### src/hw/rtl/slt_pkg.sv
// Types, constants and helper functions for the shell line tokenizer.
package slt_pkg;

    localparam int FIELD_W         = 12;
    localparam logic [FIELD_W-1:0] FIELD_MAX = 12'd4095;
    localparam int MAX_LINE_DEF    = 4096;
    localparam int QUEUE_DEPTH_DEF = 4;

    localparam logic [7:0] CH_NUL    = 8'h00;
    localparam logic [7:0] CH_TAB    = 8'h09;
    localparam logic [7:0] CH_NL     = 8'h0a;
    localparam logic [7:0] CH_SPACE  = 8'h20;
    localparam logic [7:0] CH_DQUOTE = 8'h22;
    localparam logic [7:0] CH_AMP    = 8'h26;
    localparam logic [7:0] CH_SQUOTE = 8'h27;
    localparam logic [7:0] CH_LPAREN = 8'h28;
    localparam logic [7:0] CH_RPAREN = 8'h29;
    localparam logic [7:0] CH_SEMI   = 8'h3b;
    localparam logic [7:0] CH_LT     = 8'h3c;
    localparam logic [7:0] CH_GT     = 8'h3e;
    localparam logic [7:0] CH_BAR    = 8'h7c;

    typedef enum logic [1:0] {
        MODE_IDLE,
        MODE_WORD,
        MODE_SQUOTE,
        MODE_DQUOTE
    } lex_mode_t;

    typedef enum logic [1:0] {
        PEND_NONE,
        PEND_AMP,
        PEND_SEMI,
        PEND_BAR
    } pend_t;

    typedef enum logic [1:0] {
        KIND_WORD = 2'd0,
        KIND_OP   = 2'd1,
        KIND_END  = 2'd2,
        KIND_ERR  = 2'd3
    } kind_t;

    typedef enum logic [3:0] {
        OP_AND_AND = 4'd0,
        OP_AMP     = 4'd1,
        OP_DSEMI   = 4'd2,
        OP_SEMI    = 4'd3,
        OP_LPAREN  = 4'd4,
        OP_RPAREN  = 4'd5,
        OP_OR_OR   = 4'd6,
        OP_BAR_AMP = 4'd7,
        OP_BAR     = 4'd8,
        OP_NEWLINE = 4'd9
    } op_code_t;

    typedef enum logic [3:0] {
        CC_END,
        CC_BLANK,
        CC_LPAREN,
        CC_RPAREN,
        CC_NEWLINE,
        CC_AMP,
        CC_SEMI,
        CC_BAR,
        CC_SQUOTE,
        CC_DQUOTE,
        CC_OTHER
    } char_class_t;

    typedef struct packed {
        kind_t                kind;
        op_code_t             op;
        logic [FIELD_W-1:0]   start;
        logic [FIELD_W-1:0]   len;
        logic                 last;
    } result_t;

    typedef struct packed {
        logic    two;
        result_t res0;
        result_t res1;
    } entry_t;

    typedef struct packed {
        logic full;
        logic empty;
    } q_status_t;

    function automatic char_class_t classify(input logic [7:0] c);
        char_class_t cc;
        case (c)
            CH_NUL:    cc = CC_END;
            CH_SPACE:  cc = CC_BLANK;
            CH_TAB:    cc = CC_BLANK;
            CH_LT:     cc = CC_BLANK;
            CH_GT:     cc = CC_BLANK;
            CH_LPAREN: cc = CC_LPAREN;
            CH_RPAREN: cc = CC_RPAREN;
            CH_NL:     cc = CC_NEWLINE;
            CH_AMP:    cc = CC_AMP;
            CH_SEMI:   cc = CC_SEMI;
            CH_BAR:    cc = CC_BAR;
            CH_SQUOTE: cc = CC_SQUOTE;
            CH_DQUOTE: cc = CC_DQUOTE;
            default:   cc = CC_OTHER;
        endcase
        return cc;
    endfunction

    function automatic op_code_t single_op(input pend_t p);
        op_code_t op;
        case (p)
            PEND_AMP:  op = OP_AMP;
            PEND_SEMI: op = OP_SEMI;
            PEND_BAR:  op = OP_BAR;
            default:   op = OP_AND_AND;
        endcase
        return op;
    endfunction

endpackage

### src/hw/rtl/slt_front.sv
// Front end: accepts bytes, classifies them and builds result requests.
module slt_front #(
    parameter int MAX_LINE = slt_pkg::MAX_LINE_DEF
) (
    input  logic               clk,
    input  logic               rst_n,
    input  logic               in_valid,
    output logic               in_stall,
    input  logic [7:0]         char_code,
    input  slt_pkg::q_status_t q_status,
    output logic               push,
    output slt_pkg::entry_t    push_entry
);
    import slt_pkg::*;

    localparam int POS_W = $clog2(MAX_LINE + 1);
    localparam logic [POS_W-1:0] POS_MAX = POS_W'(MAX_LINE);

    lex_mode_t        mode_reg, mode_next;
    pend_t            pend_reg, pend_next;
    logic [POS_W-1:0] pos_reg, pos_next;
    logic [POS_W-1:0] wstart_reg, wstart_next;

    logic             accept;
    char_class_t      cc;
    logic [POS_W-1:0] word_len;
    logic [POS_W-1:0] pos_adv;
    result_t          word_res;
    result_t          pre_res, post_res;
    logic             pre_valid, post_valid;
    logic             pair_hit;
    op_code_t         pair_op;

    function automatic logic [FIELD_W-1:0] clamp_field(input logic [POS_W-1:0] v);
        logic [POS_W+FIELD_W-1:0] w;
        w = {{FIELD_W{1'b0}}, v};
        return (w > (POS_W+FIELD_W)'(FIELD_MAX)) ? FIELD_MAX : w[FIELD_W-1:0];
    endfunction

    assign in_stall = q_status.full;
    assign accept   = in_valid && !in_stall;
    assign cc       = classify(char_code);
    assign word_len = (pos_reg >= wstart_reg) ? (pos_reg - wstart_reg) : '0;
    assign pos_adv  = (pos_reg == POS_MAX) ? pos_reg : (pos_reg + 1'b1);

    always_comb
    begin
        pair_hit = 1'b0;
        pair_op  = OP_AND_AND;
        case (pend_reg)
            PEND_AMP:
            begin
                pair_hit = (cc == CC_AMP);
                pair_op  = OP_AND_AND;
            end
            PEND_SEMI:
            begin
                pair_hit = (cc == CC_SEMI);
                pair_op  = OP_DSEMI;
            end
            PEND_BAR:
            begin
                pair_hit = (cc == CC_BAR) || (cc == CC_AMP);
                pair_op  = (cc == CC_BAR) ? OP_OR_OR : OP_BAR_AMP;
            end
            default:
            begin
                pair_hit = 1'b0;
                pair_op  = OP_AND_AND;
            end
        endcase
    end

    always_comb
    begin
        word_res = '{kind: KIND_WORD, op: OP_AND_AND, start: clamp_field(wstart_reg),
                     len: clamp_field(word_len), last: 1'b0};
        mode_next   = mode_reg;
        pend_next   = pend_reg;
        pos_next    = pos_adv;
        wstart_next = wstart_reg;
        pre_valid   = 1'b0;
        post_valid  = 1'b0;
        pre_res     = '0;
        post_res    = '0;

        if (mode_reg == MODE_SQUOTE || mode_reg == MODE_DQUOTE)
        begin
            if (cc == CC_END)
            begin
                pre_valid      = 1'b1;
                pre_res        = word_res;
                pre_res.kind   = KIND_ERR;
                mode_next      = MODE_IDLE;
                pend_next      = PEND_NONE;
                pos_next       = '0;
                wstart_next    = '0;
            end
            else if ((mode_reg == MODE_SQUOTE && cc == CC_SQUOTE) ||
                     (mode_reg == MODE_DQUOTE && cc == CC_DQUOTE))
            begin
                mode_next = MODE_WORD;
            end
        end
        else if (pair_hit)
        begin
            pre_valid = 1'b1;
            pre_res   = '{kind: KIND_OP, op: pair_op, start: clamp_field(wstart_reg),
                          len: FIELD_W'(2), last: 1'b0};
            pend_next = PEND_NONE;
        end
        else
        begin
            if (pend_reg != PEND_NONE)
            begin
                pre_valid = 1'b1;
                pre_res   = '{kind: KIND_OP, op: single_op(pend_reg),
                              start: clamp_field(wstart_reg), len: FIELD_W'(1),
                              last: 1'b0};
                pend_next = PEND_NONE;
            end
            case (cc)
                CC_END, CC_BLANK, CC_LPAREN, CC_RPAREN, CC_NEWLINE,
                CC_AMP, CC_SEMI, CC_BAR:
                begin
                    if (mode_reg == MODE_WORD)
                    begin
                        pre_valid = 1'b1;
                        pre_res   = word_res;
                    end
                    mode_next = MODE_IDLE;
                end
                default:
                begin
                    mode_next = mode_reg;
                end
            endcase
            case (cc)
                CC_END:
                begin
                    post_valid  = 1'b1;
                    post_res    = '{kind: KIND_END, op: OP_AND_AND,
                                    start: clamp_field(pos_reg), len: '0, last: 1'b0};
                    pend_next   = PEND_NONE;
                    pos_next    = '0;
                    wstart_next = '0;
                end
                CC_LPAREN, CC_RPAREN, CC_NEWLINE:
                begin
                    post_valid = 1'b1;
                    post_res   = '{kind: KIND_OP,
                                   op: (cc == CC_LPAREN) ? OP_LPAREN :
                                       ((cc == CC_RPAREN) ? OP_RPAREN : OP_NEWLINE),
                                   start: clamp_field(pos_reg), len: FIELD_W'(1),
                                   last: 1'b0};
                end
                CC_AMP, CC_SEMI, CC_BAR:
                begin
                    pend_next   = (cc == CC_AMP) ? PEND_AMP :
                                  ((cc == CC_SEMI) ? PEND_SEMI : PEND_BAR);
                    wstart_next = pos_reg;
                end
                CC_SQUOTE, CC_DQUOTE, CC_OTHER:
                begin
                    if (mode_reg == MODE_IDLE)
                    begin
                        wstart_next = pos_reg;
                    end
                    mode_next = (cc == CC_SQUOTE) ? MODE_SQUOTE :
                                ((cc == CC_DQUOTE) ? MODE_DQUOTE : MODE_WORD);
                end
                default:
                begin
                    post_valid = 1'b0;
                end
            endcase
        end
    end

    always_comb
    begin
        push_entry = '0;
        if (pre_valid)
        begin
            push_entry.res0      = pre_res;
            push_entry.res1      = post_res;
            push_entry.two       = post_valid;
            push_entry.res0.last = !post_valid;
            push_entry.res1.last = 1'b1;
        end
        else
        begin
            push_entry.res0      = post_res;
            push_entry.res0.last = 1'b1;
        end
    end

    assign push = accept && (pre_valid || post_valid);

    always_ff @(posedge clk or negedge rst_n)
    begin
        if (!rst_n)
        begin
            mode_reg   <= MODE_IDLE;
            pend_reg   <= PEND_NONE;
            pos_reg    <= '0;
            wstart_reg <= '0;
        end
        else if (accept)
        begin
            mode_reg   <= mode_next;
            pend_reg   <= pend_next;
            pos_reg    <= pos_next;
            wstart_reg <= wstart_next;
        end
    end

endmodule

### src/hw/rtl/slt_queue.sv
// Small queue of result requests between the front and back ends.
module slt_queue #(
    parameter int DEPTH = slt_pkg::QUEUE_DEPTH_DEF
) (
    input  logic               clk,
    input  logic               rst_n,
    input  logic               push,
    input  slt_pkg::entry_t    push_entry,
    input  logic               pop,
    output slt_pkg::entry_t    head,
    output slt_pkg::q_status_t status
);
    import slt_pkg::*;

    localparam int PTR_W = $clog2(DEPTH);
    localparam int CNT_W = $clog2(DEPTH + 1);

    entry_t           store_reg [DEPTH];
    logic [PTR_W-1:0] wr_ptr_reg, rd_ptr_reg;
    logic [CNT_W-1:0] count_reg;
    logic             do_push, do_pop;

    assign status.full  = (count_reg == CNT_W'(DEPTH));
    assign status.empty = (count_reg == '0);
    assign do_push      = push && !status.full;
    assign do_pop       = pop && !status.empty;
    assign head         = store_reg[rd_ptr_reg];

    always_ff @(posedge clk)
    begin
        if (do_push)
        begin
            store_reg[wr_ptr_reg] <= push_entry;
        end
    end

    always_ff @(posedge clk or negedge rst_n)
    begin
        if (!rst_n)
        begin
            wr_ptr_reg <= '0;
            rd_ptr_reg <= '0;
            count_reg  <= '0;
        end
        else
        begin
            if (do_push)
            begin
                wr_ptr_reg <= (wr_ptr_reg == PTR_W'(DEPTH - 1)) ? '0 : (wr_ptr_reg + 1'b1);
            end
            if (do_pop)
            begin
                rd_ptr_reg <= (rd_ptr_reg == PTR_W'(DEPTH - 1)) ? '0 : (rd_ptr_reg + 1'b1);
            end
            if (do_push && !do_pop)
            begin
                count_reg <= count_reg + 1'b1;
            end
            else if (do_pop && !do_push)
            begin
                count_reg <= count_reg - 1'b1;
            end
        end
    end

endmodule

### src/hw/rtl/slt_back.sv
// Back end: takes queued requests apart into single results on the output register.
module slt_back (
    input  logic                        clk,
    input  logic                        rst_n,
    input  slt_pkg::entry_t             head,
    input  slt_pkg::q_status_t          q_status,
    output logic                        pop,
    output logic                        out_valid,
    input  logic                        out_stall,
    output logic [1:0]                  token_kind,
    output logic [3:0]                  operator_code,
    output logic [slt_pkg::FIELD_W-1:0] token_start,
    output logic [slt_pkg::FIELD_W-1:0] token_length,
    output logic                        last_of_run
);
    import slt_pkg::*;

    logic    out_valid_reg;
    logic    sub_reg;
    result_t res_reg;
    logic    load, take, entry_done;
    result_t sel_res;

    assign load       = !out_valid_reg || !out_stall;
    assign take       = load && !q_status.empty;
    assign entry_done = sub_reg || !head.two;
    assign pop        = take && entry_done;
    assign sel_res    = sub_reg ? head.res1 : head.res0;

    always_ff @(posedge clk or negedge rst_n)
    begin
        if (!rst_n)
        begin
            out_valid_reg <= 1'b0;
            sub_reg       <= 1'b0;
        end
        else
        begin
            if (load)
            begin
                out_valid_reg <= !q_status.empty;
            end
            if (take)
            begin
                sub_reg <= !entry_done;
            end
        end
    end

    always_ff @(posedge clk)
    begin
        if (take)
        begin
            res_reg <= sel_res;
        end
    end

    assign out_valid     = out_valid_reg;
    assign token_kind    = res_reg.kind;
    assign operator_code = res_reg.op;
    assign token_start   = res_reg.start;
    assign token_length  = res_reg.len;
    assign last_of_run   = res_reg.last;

endmodule

### src/hw/rtl/shell_line_tokenizer.sv
// Top level of the shell line tokenizer: front end, request queue and back end.
//
// Input channel: one byte of a command line per request on char_code, under
// in_valid / in_stall. Byte 0 ends the line; the next byte starts a new line at
// offset 0. Output channel: one token per request under out_valid / out_stall,
// with token_kind, operator_code, token_start, token_length and last_of_run.
// A byte gives zero, one or two tokens; last_of_run marks the final one.
// The first token of a byte passes the request queue and then the output
// register. Throughput: one byte per cycle while each byte gives at most one
// token and the output is not stalled; a two-token byte holds the single output
// register for both tokens in turn; the four-entry queue absorbs such bursts.
// in_stall rises only when the request queue is full.
// A stalled output holds its token; the front end keeps taking bytes until the
// queue fills.
// Reset clears the lexer state to between tokens at offset 0 and empties the
// queue and the output register.
module shell_line_tokenizer #(
    parameter int MAX_LINE    = slt_pkg::MAX_LINE_DEF,
    parameter int QUEUE_DEPTH = slt_pkg::QUEUE_DEPTH_DEF
) (
    input  logic                        clk,
    input  logic                        rst_n,
    input  logic                        in_valid,
    output logic                        in_stall,
    input  logic [7:0]                  char_code,
    output logic                        out_valid,
    input  logic                        out_stall,
    output logic [1:0]                  token_kind,
    output logic [3:0]                  operator_code,
    output logic [slt_pkg::FIELD_W-1:0] token_start,
    output logic [slt_pkg::FIELD_W-1:0] token_length,
    output logic                        last_of_run
);
    import slt_pkg::*;

    logic      push, pop;
    entry_t    push_entry, head;
    q_status_t q_status;

    slt_front #(
        .MAX_LINE (MAX_LINE)
    ) u_front (
        .clk        (clk),
        .rst_n      (rst_n),
        .in_valid   (in_valid),
        .in_stall   (in_stall),
        .char_code  (char_code),
        .q_status   (q_status),
        .push       (push),
        .push_entry (push_entry)
    );

    slt_queue #(
        .DEPTH (QUEUE_DEPTH)
    ) u_queue (
        .clk        (clk),
        .rst_n      (rst_n),
        .push       (push),
        .push_entry (push_entry),
        .pop        (pop),
        .head       (head),
        .status     (q_status)
    );

    slt_back u_back (
        .clk           (clk),
        .rst_n         (rst_n),
        .head          (head),
        .q_status      (q_status),
        .pop           (pop),
        .out_valid     (out_valid),
        .out_stall     (out_stall),
        .token_kind    (token_kind),
        .operator_code (operator_code),
        .token_start   (token_start),
        .token_length  (token_length),
        .last_of_run   (last_of_run)
    );

endmodule

### config.mk
export PLATFORM = sky130hd
export DESIGN_NAME = shell_line_tokenizer
export DESIGN_NICKNAME = d
export VERILOG_FILES = /design/src/hw/rtl/slt_pkg.sv /design/src/hw/rtl/slt_front.sv /design/src/hw/rtl/slt_queue.sv /design/src/hw/rtl/slt_back.sv /design/src/hw/rtl/shell_line_tokenizer.sv
export SDC_FILE = /design/constraint.sdc
export NUM_CORES = 1
export LEC_CHECK = 0
export BUFFER_PORTS_ARGS = -buffer_cell sky130_fd_sc_hd__clkbuf_2
export CAP_MARGIN = 15
export CORE_ASPECT_RATIO = 1.75
export CORE_MARGIN = 2
export CORE_UTILIZATION = 54
export DETAILED_ROUTE_END_ITERATION = 8
export PLACE_DENSITY = 0.71
export SLEW_MARGIN = 30
export SYNTH_ARGS = -nofsm -noshare
export SYNTH_HDL_FRONTEND = slang
export SYNTH_SLANG_ARGS = --single-unit
export TNS_END_PERCENT = 1
### constraint.sdc
create_clock -name clk -period 5.2 [get_ports clk]
set_clock_uncertainty 0.1 [all_clocks]
set_input_delay 0.26 -clock clk [delete_from_list [all_inputs] [get_ports clk]]
set_output_delay 0.26 -clock clk [all_outputs]
set_load 0.05 [all_outputs]
==> flow_summary.ini <==
[status]
status = finished, final reports clean

[logic_synthesis]
synthDominantCellAreaShare_pct = 56.89
yosysSeqAreaShare_pct = 64.89
yosys_warnings = 0
netlist_top_cells_area = edfxtp_1 (57%), mux4_2 (9.2%), dfrtp_1 (8.0%)
avgSynthCellArea_um2 = 14.34
synth_cell_types = 68
synth_cells = 850
synth_seq_cells = 270
synth_nets = 890
yosys.area.top_type = edfxtp_1
synthFlopType = edfxtp_1
syn-cell-area_mm2 = 0.01219
synthArstFlopShare_pct = 14.44
synth_edf_count = 231

[routing]
routed_via_density = 5.968
route.detailed.wl_per_inst_um = 20.79
drt_first_pass_iters = 5
post-route-drc-count = 0
ant_nets = 0
drt-initial-drc-count = 408
dr_total_vias = 7162
totalWireLength_um = 24950

[timing]
slew_headroom_pct = 38.51
max_freq_mhz = 288.0
worst_pin_slew_ns = 0.9189
rsz0062_at_grt = false
fin_crit_ns = 3.473
finalSetupTns_ns = 0
hold_ws_ns = 0.2497
finalHoldViolCount = 0
drv_slew = 0
fin_crit_sh_pct = 66.78
setup_viol = 0

[worst_setup_path]
critPathKind = reg -> reg
crit_fanout = 31
crit_start = u_front.mode_reg[1]
r2r-end = u_queue.count_reg[1]
endpoint = u_queue.count_reg[1]
worstSetupStartpointType = flop
arrival_ns = 3.77
reg2reg_from = u_front.mode_reg[1]
cp-end-kind = flop
critPathRequiredTime_ns = 5.50
ff2ff_path_depth = 10
r2r_setup_slack_ns = 1.73

[place]
place_congestion = 0.8943
port_buffers = 44
place_hpwl_um = 16000

[die]
die-area_mm2 = 0.02384
initial_core_util_pct = 55.02
die_x_um = 117.6
core_area_mm2 = 0.02216
rows = 72
fp.dieH_um = 202.8
io_pins = 45

[power_and_ir_drop]
pwr-share-comb_pct = 30.5
leakage_nw = 4.961
power.share.sequential_pct = 42.0
p_sw_share_pct = 34.24
switchingPower_mw = 2.272
pwr-share-clk_pct = 27.5
powerDensity_mw_per_mm2 = 488.6
peakVddDrop_uv = 372.7
internal_power_mw = 4.364

[cts]
post_cts_resized = 0
cts_setup_buffers = 0
clk_latency_ns = 0.52
clkTransAtPathRegs_ns = 0.07
cts_tree = built
ctsHoldBuffers = 2
cts_sinks = 270
clockBufferDepth = 3
cts-buffers-inserted = 24
htree_levels = 1
cts_root_buf = clkbuf_16

[global_route]
grt_pass1_vias = 7322
grt_max_degree = 52
grt_pass1_wl_um = 39510
antenna_found_initial = 0
gr-total-overflow = 0
grt_usage_pct = 21.25

[final_layout]
fin_util_pct = 61.29
synthToLayoutAreaGrowth_pct = 11.39
nFillCells = 1700
antennaDiodeCount = 0
largest_reg_flops = 200
nets = 926
drive_gt1_share_pct = 19.36

[min_path]
hold_path_class = in -> async

[flow_run]
cap_violations = 0
==> synthesized netlist by cell type (2+ instances only) <==
cell and n:
nand4_1 5, buf_2 6, or4_1 2, and3_1 12, nand3b_1 3, nor3_1 12
nand4bb_1 2, xnor2_1 8, nor2b_1 5, a31o_2 2, mux4_2 50, and2_1 15
xor2_1 6, nor4b_2 2, nand2_1 97, nand3_1 9, mux2_2 5, a21oi_1 28
clkbuf_1 29, nor4_1 3, o31ai_1 2, nor2_1 32, mux2_1 2, a31oi_1 5
o211ai_1 3, buf_4 3, o21a_1 27, ha_1 26, nor4b_1 4, dfrtp_1 39
a22o_1 13, inv_1 34, o21ai_4 2, edfxtp_1 231, buf_1 7, o22ai_1 3
nor3b_1 2, fa_1 2, o21ai_0 73, a211oi_1 6, nand2b_1 4, a21o_1 3
==> stage by stage <==
stage | cells | power (mW) | setup WS [ns] | area (um^2)
2_1_floorplan | 850 | 4.361 | 0.9445 | 12190
3_3_place_gp | 1154 | 4.859 | 1.447 | 12720
3_5_place_dp | 1154 | 4.878 | 1.362 | 12730
4_1_cts | 1200 | 6.713 | 1.735 | 13580
5_1_grt | 1200 | 6.951 | 1.498 | 13580
6_report | 1200 | 6.636 | 1.727 | 13580
==> metal layers <==
layer | global-route usage [%] | vias to the layer above | share of wire, %
met5 | 0 | - | 0
met4 | 8.090 | 0 | 3.4
met3 | 1.742 | 54 | 3.3
met2 | 40.85 | 184 | 56
met1 | 24.45 | 3621 | 37
li1 | - | 3303 | -
==> area by class of cell <==
class / count / area, um^2 / area share, %
multi-input cells: 499 / 4004 / 29.48
clock buffers: 29 / 650.6 / 4.790
inverters: 35 / 131.4 / 0.9673
flip-flops and latches: 270 / 7918 / 58.30
repair buffers: 56 / 330.3 / 2.432
clock inverters: 15 / 177.7 / 1.308
well taps: 296 / 370.4 / 2.727
==> power by group through the flow <==
stage | combinational (mW) | sequential (mW) | clock, mW
6_report | 2.02 | 2.78 | 1.83
3_3_place_gp | 2.03 | 2.83 | 0
5_1_grt | 2.20 | 2.82 | 1.93
4_1_cts | 2.06 | 2.79 | 1.86
3_5_place_dp | 2.04 | 2.83 | 0
2_1_floorplan | 1.21 | 3.15 | 0
==> critical path, stage by stage, from the launching register on <==
cell and delay [ns]:
dfrtp_1 0.68, inv_1 0.27, and3_1 0.26, o21ai_4 0.11, nand2_2 0.37, o21ai_4 0.50
inv_1 0.09, ha_1 0.22, inv_1 0.09, fa_1 0.39, mux2_2 0.26
==> worst min path at each step <==
| stage | from | endpoint | cells past startpoint |
|---|---|---|---|
| detailed placement | rst_n | u_queue.rd_ptr_reg[0] | 1 |
| CTS | rst_n | u_queue.count_reg[1] | 2 |
| global route | rst_n | u_back.out_valid | 2 |
| floorplan | rst_n | u_back.out_valid | 0 |
| global placement | u_queue.count_reg[2] | u_queue.count_reg[2] | 1 |
| finish | rst_n | u_back.sub_reg | 2 |
==> cells in the final DEF, fill, tap and decap left out, drive strengths merged, types with 6 or more instances in the layout <==
master,instances
a211oi,6
a21oi,28
a22o,13
and2,16
and3,12
buf,10
clkbuf,73
clkinv,8
dfrtp,39
edfxtp,231
ha,26
inv,37
mux2,7
mux4,50
nand2,98
nand3,9
nor2,32
nor2b,6
nor3,12
nor4b,6
o21a,27
o21ai,75
xnor2,8
xor2,6
==> kinds of logic (layout without fill, tap and decap cells) <==
logic type / count (synthesis) / in the layout / share of synthesized area, %
flops: 270 / 270 / 64.89
simple gates: 219 / 219 / 9.010
compound gates: 181 / 181 / 9.502
buf+inv: 81 / 135 / 2.709
mux: 57 / 57 / 9.882
fa+ha+maj: 28 / 28 / 2.996
xor+xnor: 14 / 14 / 1.006
(Power assumes the default switching activity.)
